===== config.mk =====
export PLATFORM = sky130hd
export DESIGN_NAME = mixing_key_derivation_engine
export DESIGN_NICKNAME = d
export VERILOG_FILES = /design/src/rtl/core/mkde_pkg.sv /design/src/rtl/core/mkde_absorb.sv /design/src/rtl/core/mkde_emit.sv /design/src/rtl/core/mixing_key_derivation_engine.sv
export SDC_FILE = /design/constraint.sdc
export NUM_CORES = 2
export LEC_CHECK = 0
export BUFFER_PORTS_ARGS = -buffer_cell sky130_fd_sc_hd__buf_2
export CAP_MARGIN = 30
export CORE_UTILIZATION = 31
export CTS_CLUSTER_DIAMETER = 120
export DETAILED_ROUTE_END_ITERATION = 16
export MAX_ROUTING_LAYER = met4
export SYNTH_ARGS = -nofsm -noshare
export SYNTH_HDL_FRONTEND = slang
export SYNTH_SLANG_ARGS = --single-unit

===== constraint.sdc =====
create_clock -name clk -period 9.22 [get_ports clk]
set_clock_uncertainty 0.05 [all_clocks]
set_input_delay 0.461 -clock clk [delete_from_list [all_inputs] [get_ports clk]]
set_output_delay 0.461 -clock clk [all_outputs]
set_load 0.02 [all_outputs]

===== src/rtl/core/mkde_pkg.sv =====
// Shared types, codes and constants for the mixing key derivation engine.
package mkde_pkg;

    localparam int unsigned MAX_OUT_BYTES = 32;
    localparam int unsigned LEN_W         = 6;
    localparam int unsigned IDX_W         = 5;

    localparam logic [31:0] MIX_INIT   = 32'h6A09_E667;
    localparam logic [31:0] FNV_PRIME  = 32'h0100_0193;
    localparam logic [31:0] MURMUR_MUL = 32'h5BD1_E995;
    localparam logic [31:0] DERIVE_ADD = 32'd7;

    localparam logic [1:0] FUNC_KEY     = 2'd0;
    localparam logic [1:0] FUNC_CONTEXT = 2'd1;
    localparam logic [1:0] FUNC_FINISH  = 2'd2;

    localparam logic [1:0] CFG_OUTPUT_LENGTH = 2'd0;
    localparam logic [1:0] CFG_DERIVE_MODE   = 2'd1;

    localparam logic [LEN_W-1:0] OUTPUT_LENGTH_RESET = LEN_W'(32);
    localparam logic [LEN_W-1:0] MAX_LEN = LEN_W'(MAX_OUT_BYTES);

    typedef struct packed {
        logic [1:0] func;
        logic [7:0] data_byte;
    } req_t;

    typedef struct packed {
        logic [7:0]       out_byte;
        logic [IDX_W-1:0] out_index;
        logic             last;
    } rsp_t;

    // Start of an output run, handed from the absorb unit to the emitter.
    typedef struct packed {
        logic             start;
        logic [31:0]      word;
        logic [LEN_W-1:0] len;
        logic             add7;
    } fin_t;

endpackage


===== src/rtl/core/mkde_absorb.sv =====
// Absorb unit: holds the mixing word and byte counts and folds them on finish.
module mkde_absorb
    import mkde_pkg::*;
(
    input  logic             clk,
    input  logic             rst_n,
    input  logic             take,
    input  req_t             req,
    input  logic [LEN_W-1:0] output_length,
    input  logic             derive_mode,
    output fin_t             fin
);

    logic [31:0] mix_word_reg, mix_word_next;
    logic [31:0] key_count_reg, key_count_next;
    logic [31:0] context_count_reg, context_count_next;

    logic [31:0] key_word;
    logic [31:0] ctx_word;
    logic [31:0] key_prod;
    logic [31:0] ctx_prod;

    assign key_word = mix_word_reg ^ ({24'd0, req.data_byte} << {key_count_reg[1:0], 3'b000});
    assign ctx_word = mix_word_reg ^ ({24'd0, req.data_byte} << {context_count_reg[1:0], 3'b000});
    assign key_prod = key_word * FNV_PRIME;
    assign ctx_prod = ctx_word * MURMUR_MUL;

    always_comb
    begin
        mix_word_next      = mix_word_reg;
        key_count_next     = key_count_reg;
        context_count_next = context_count_reg;
        fin.start = 1'b0;
        fin.word  = mix_word_reg ^ (key_count_reg + context_count_reg);
        fin.len   = (output_length > MAX_LEN) ? MAX_LEN : output_length;
        fin.add7  = derive_mode;
        if (take)
        begin
            unique case (req.func)
                FUNC_KEY:
                begin
                    mix_word_next  = key_prod ^ (key_word >> 16);
                    key_count_next = key_count_reg + 32'd1;
                end
                FUNC_CONTEXT:
                begin
                    mix_word_next      = ctx_prod ^ ((ctx_word >> 13) + context_count_reg);
                    context_count_next = context_count_reg + 32'd1;
                end
                FUNC_FINISH:
                begin
                    fin.start          = 1'b1;
                    mix_word_next      = MIX_INIT;
                    key_count_next     = 32'd0;
                    context_count_next = 32'd0;
                end
                default:
                begin
                end
            endcase
        end
    end

    always_ff @(posedge clk or negedge rst_n)
    begin
        if (!rst_n)
        begin
            mix_word_reg      <= MIX_INIT;
            key_count_reg     <= 32'd0;
            context_count_reg <= 32'd0;
        end
        else
        begin
            mix_word_reg      <= mix_word_next;
            key_count_reg     <= key_count_next;
            context_count_reg <= context_count_next;
        end
    end

endmodule


===== src/rtl/core/mkde_emit.sv =====
// Emitter: steps the folded word once per output byte into the result register.
module mkde_emit
    import mkde_pkg::*;
(
    input  logic clk,
    input  logic rst_n,
    input  fin_t fin,
    output logic busy,
    output logic rsp_valid,
    input  logic rsp_stall,
    output rsp_t rsp_data
);

    logic [31:0]      word_reg, word_next;
    logic [LEN_W-1:0] idx_reg, idx_next;
    logic [LEN_W-1:0] len_reg, len_next;
    logic             add7_reg, add7_next;
    logic             active_reg, active_next;
    logic             valid_reg, valid_next;
    rsp_t             out_reg, out_next;

    logic             load;
    logic [LEN_W-1:0] idx_inc;
    logic [31:0]      prod;
    logic [31:0]      step_add;

    assign load     = active_reg && (!valid_reg || !rsp_stall);
    assign idx_inc  = idx_reg + LEN_W'(1);
    assign prod     = word_reg * MURMUR_MUL;
    assign step_add = {{(32-LEN_W){1'b0}}, idx_reg} + (add7_reg ? DERIVE_ADD : 32'd0);

    always_comb
    begin
        word_next   = word_reg;
        idx_next    = idx_reg;
        len_next    = len_reg;
        add7_next   = add7_reg;
        active_next = active_reg;
        valid_next  = valid_reg && rsp_stall;
        out_next    = out_reg;
        if (fin.start)
        begin
            word_next   = fin.word;
            idx_next    = '0;
            len_next    = fin.len;
            add7_next   = fin.add7;
            active_next = (fin.len != '0);
        end
        else if (load)
        begin
            out_next.out_byte  = 8'(word_reg >> {idx_reg[1:0], 3'b000});
            out_next.out_index = idx_reg[IDX_W-1:0];
            out_next.last      = (idx_inc == len_reg);
            valid_next         = 1'b1;
            word_next          = prod ^ ((word_reg >> 13) + step_add);
            idx_next           = idx_inc;
            active_next        = (idx_inc != len_reg);
        end
    end

    always_ff @(posedge clk or negedge rst_n)
    begin
        if (!rst_n)
        begin
            active_reg <= 1'b0;
            valid_reg  <= 1'b0;
        end
        else
        begin
            active_reg <= active_next;
            valid_reg  <= valid_next;
        end
    end

    always_ff @(posedge clk)
    begin
        word_reg <= word_next;
        idx_reg  <= idx_next;
        len_reg  <= len_next;
        add7_reg <= add7_next;
        out_reg  <= out_next;
    end

    assign busy      = active_reg;
    assign rsp_valid = valid_reg;
    assign rsp_data  = out_reg;

endmodule


===== src/rtl/core/mixing_key_derivation_engine.sv =====
// Top level of the mixing key derivation engine: configuration and channel glue.
//
//   channel | signals                           | direction
//   --------+-----------------------------------+----------
//   request | req_valid, req_stall, req_data    | in
//   result  | rsp_valid, rsp_stall, rsp_data    | out
//   config  | cfg_valid, cfg_ready, cfg_index,  | in
//           | cfg_data                          |
//
// Key and context requests are taken one per cycle; each updates the word in that cycle.
// A finish request starts a run of up to 32 result bytes, one per unstalled cycle from
// the emitter, which steps its own word copy, so absorbs may continue during a run.
// A finish request is stalled while a previous run is still being emitted.
// Reset restores the initial word, clears both counts and loads default configuration.
module mixing_key_derivation_engine
    import mkde_pkg::*;
(
    input  logic       clk,
    input  logic       rst_n,
    input  logic       req_valid,
    output logic       req_stall,
    input  req_t       req_data,
    output logic       rsp_valid,
    input  logic       rsp_stall,
    output rsp_t       rsp_data,
    input  logic       cfg_valid,
    output logic       cfg_ready,
    input  logic [1:0] cfg_index,
    input  logic [5:0] cfg_data
);

    logic [LEN_W-1:0] output_length_reg, output_length_next;
    logic             derive_mode_reg, derive_mode_next;
    logic             busy;
    logic             take;
    fin_t             fin;

    assign cfg_ready = 1'b1;
    assign req_stall = busy && (req_data.func == FUNC_FINISH);
    assign take      = req_valid && !req_stall;

    always_comb
    begin
        output_length_next = output_length_reg;
        derive_mode_next   = derive_mode_reg;
        if (cfg_valid)
        begin
            unique case (cfg_index)
                CFG_OUTPUT_LENGTH: output_length_next = cfg_data[LEN_W-1:0];
                CFG_DERIVE_MODE:   derive_mode_next   = cfg_data[0];
                default:
                begin
                end
            endcase
        end
    end

    always_ff @(posedge clk or negedge rst_n)
    begin
        if (!rst_n)
        begin
            output_length_reg <= OUTPUT_LENGTH_RESET;
            derive_mode_reg   <= 1'b1;
        end
        else
        begin
            output_length_reg <= output_length_next;
            derive_mode_reg   <= derive_mode_next;
        end
    end

    mkde_absorb u_absorb (
        .clk           (clk),
        .rst_n         (rst_n),
        .take          (take),
        .req           (req_data),
        .output_length (output_length_reg),
        .derive_mode   (derive_mode_reg),
        .fin           (fin)
    );

    mkde_emit u_emit (
        .clk       (clk),
        .rst_n     (rst_n),
        .fin       (fin),
        .busy      (busy),
        .rsp_valid (rsp_valid),
        .rsp_stall (rsp_stall),
        .rsp_data  (rsp_data)
    );

endmodule

==> flow_summary_export.csv <==
group,metric,value,unit
run_status,outcome,"complete, no violations",
worst_setup_path,cp_max_fo,10,
cts,numCtsBuffers,17,
run,maxCapViolCount,0,
route,vias_per_cell,4.805,
finish,final_common_cell,"inv_1",
cts,ctsHoldBuffers,0,
worst_setup_path,slowest_delay,0.55,ns
global_routing,grt_overflow,0,
global_routing,grt_busiest_layer,"met2",
logic_synthesis,syn-instance-count,3748,
die,io_pins,40,
worst_setup_path,required,9.51,ns
cts,cts_tree,"built",
cts,clockBufferDepth,2,
worst_setup_path,crit_arrival,9.04,ns
route,post_drt_wl_per_cell,18.89,µm
die,core,112500,µm²
logic_synthesis,ys_types,76,
sta,hold_viol_final,0,
global_routing,use_met1,0.2478,
route,drtIter0Drc,1721,
global_routing,grt_pass1_wl,158400,µm
cts,post_cts_buffers,0,
sta,tightestPinTransition,1.048,ns
finish,nets,4931,
finish,area_growth,8.152,%
cts,cts_root_buf,"clkbuf_16",
sta,rsz0062_at_grt,"no",
die,start_util,0.3126,
worst_setup_path,worstSetupStartpointType,"flop",
route,dr.pass1.iters,5,
die,die_y,338.8,µm
route,ant_nets,0,
cts,insertion_delay,0.46,ns
die,rows,123,
sta,period_minus_slack,8.750,ns
sta,fin_crit_sh,0.9490,
global_routing,grt_max_degree,71,
sta,max_freq,114.3,MHz
logic_synthesis,syn_nets,4872,
finish,layout_common_cells,"inv_1, ha_1, fa_1, xnor2_1, nand2_1",
worst_setup_path,cpMostUsedCell,"fa_1",
logic_synthesis,async_flop_share,0.6402,
worst_setup_path,critPathKind,"reg -> reg",
cts,ctsHtreeMaxLevel,4,
placed_design,place.gp.congestion,0.9976,
global_routing,met3_usage,0.01643,
route,drt-total-wl,100500,µm
logic_synthesis,synth-edff-count,53,
logic_synthesis,ys_ff_latch,164,
sta,setup_violations,0,
cts,clock_sinks,164,
worst_setup_path,critPathSlowestCell,"dfrtp_1",
die,die_w,338.8,µm
finish,drive_above_1_share,0.04843,
placed_design,hpwlAfterDp,84730,µm
global_routing,grtUsageMet2,0.2981,
global_routing,grt_pass1_vias,26490,
route,routed-via-count,25570,
logic_synthesis,synth_area,35160,µm²
route,remaining_drc_errors,0,
logic_synthesis,yosys_warnings,0,
sta,fin_tns_setup,0,ns
cts,cts.clk_slew.worst_paths,0.07,ns
sta,slew-limit-headroom,0.2966,
placed_design,io_buffers,38,
logic_synthesis,synth_area_per_cell,9.382,µm²
global_routing,grt_use_total,0.1852,
die,dieArea,114800,µm²
sta,drv_slew,0,
worst_hold_path,hold_path_class,"in -> async",
global_routing,antenna_found_initial,2,
logic_synthesis,synth_ff_type,"dfrtp_1",
worst_setup_path,endpoint_kind,"flop",
cts,cts_resized,0,
logic_synthesis,seq_area_frac_synth,0.1240,
## cell families after synthesis
logic type | count (synthesis) | synth area share
adders and majority gates | 1101 | 0.4838
and+or+nand+nor | 578 | 0.07618
DFF | 164 | 0.1240
muxes | 19 | 0.008611
AOI/OAI and AO/OA | 453 | 0.08362
buffers and inverters | 953 | 0.1024
xor gates and xnor gates | 479 | 0.1213
other | 1 | 0.0001066
## per-stage QoR
stage / worst slack [ns] / area (µm²) / util / std cells / hold slack [ns]
4_1_cts: 0.5023 / 38030 / 0.3380 / 5320 / 0.1035
5_1_grt: 0.01028 / 38030 / 0.3381 / 5322 / 0.1299
3_3_place_gp: 0.6702 / 37390 / 0.3323 / 5282 / 0.4592
3_5_place_dp: 0.5654 / 37440 / 0.3328 / 5288 / 0.4649
6_report: 0.4703 / 38030 / 0.3381 / 5322 / 0.07124
2_1_floorplan: 1.455 / 35170 / - / 3748 / 0.1154
## final timing paths
path	start	end	slack [ns]	cells after the start
worst max-delay path	u_absorb.context_count_reg[0]$_DFFE_PN0P_	u_absorb.mix_word_reg[31]$_DFFE_PN0P_	0.47	30
worst min-delay path	rst_n	u_absorb.key_count_reg[19]$_DFFE_PN0P_	0.07	1
worst max register to register	u_absorb.context_count_reg[0]$_DFFE_PN0P_	u_absorb.mix_word_reg[31]$_DFFE_PN0P_	0.47	30
worst min register to register	output_length_reg[0]$_DFFE_PN0P_	output_length_reg[0]$_DFFE_PN0P_	0.47	1
max in group asynchronous	rst_n	u_absorb.mix_word_reg[11]$_DFFE_PN0P_	7.82	2
min in group clk	cfg_data[4]	output_length_reg[4]$_DFFE_PN0P_	0.19	2
## area by class of cell
class | count | area [µm²]
clock inverters | 15 | 161.4
fillers | 11540 | 74470
clock buffers | 17 | 425.4
flip-flops and latches | 164 | 4362
inverters | 900 | 3378
diodes | 2 | 5.005
well taps | 1500 | 1877
repair buffers | 93 | 613.1
multi-input cells | 2631 | 27210
## worst max-delay path: cells and delay by family (launching register included)
family | cells | cell delay, ns
AO/OA/AOI/OAI | 7 | 1.31
AND/OR/NAND/NOR | 5 | 1.17
XOR/XNOR | 4 | 1.09
flip-flops | 1 | 0.55
buffers and inverters | 5 | 0.67
adder cells (fa/ha/maj) | 9 | 3.80
## per-layer routing
| layer | share of wire | vias to the layer above | routed length [µm] |
|---|---|---|---|
| met5 | 0 | - | 0 |
| met4 | 0.029 | 0 | 2963 |
| met3 | 0.054 | 133 | 5453 |
| met2 | 0.47 | 691 | 47080 |
| met1 | 0.45 | 12700 | 45060 |
| li1 | - | 12050 | - |
## Yosys cell counts, types with 4 or more instances
cell type	instances	area, µm²
and3_1	26	162.7
nor2b_1	30	187.7
buf_4	4	30.03
inv_1	898	3371
dfstp_2	18	473.0
nand4_1	15	93.84
fa_1	431	8628
dfxtp_1	6	120.1
nand2b_1	18	112.6
nor3b_1	4	30.03
ha_1	670	8383
and4_1	12	105.1
a211oi_1	6	45.04
mux4_2	8	180.2
nand3_1	51	255.2
dfrtp_1	87	2177
o21bai_1	15	112.6
o31ai_1	4	30.03
nor2_1	174	653.1
clkbuf_1	39	146.4
xor2_1	130	1139
edfxtp_1	53	1592
nor3_1	20	100.1
o211ai_1	8	60.06
or2_2	9	56.30
a31oi_1	13	81.33
nand2_1	184	690.7
o21a_1	41	307.8
mux2_2	10	112.6
xnor3_1	4	90.09
and2_1	10	62.56
o21ai_0	101	505.5
a21oi_1	119	595.6
o22ai_1	4	25.02
buf_2	7	35.03
a31o_2	5	43.79
o221ai_1	20	175.2
xnor2_1	343	3004
or3_1	13	81.33
a21o_1	74	555.5
Power is left out: the tool's default activity adds up to more than one toggle a clock period on the data nets, which glitch-free logic cannot reach.
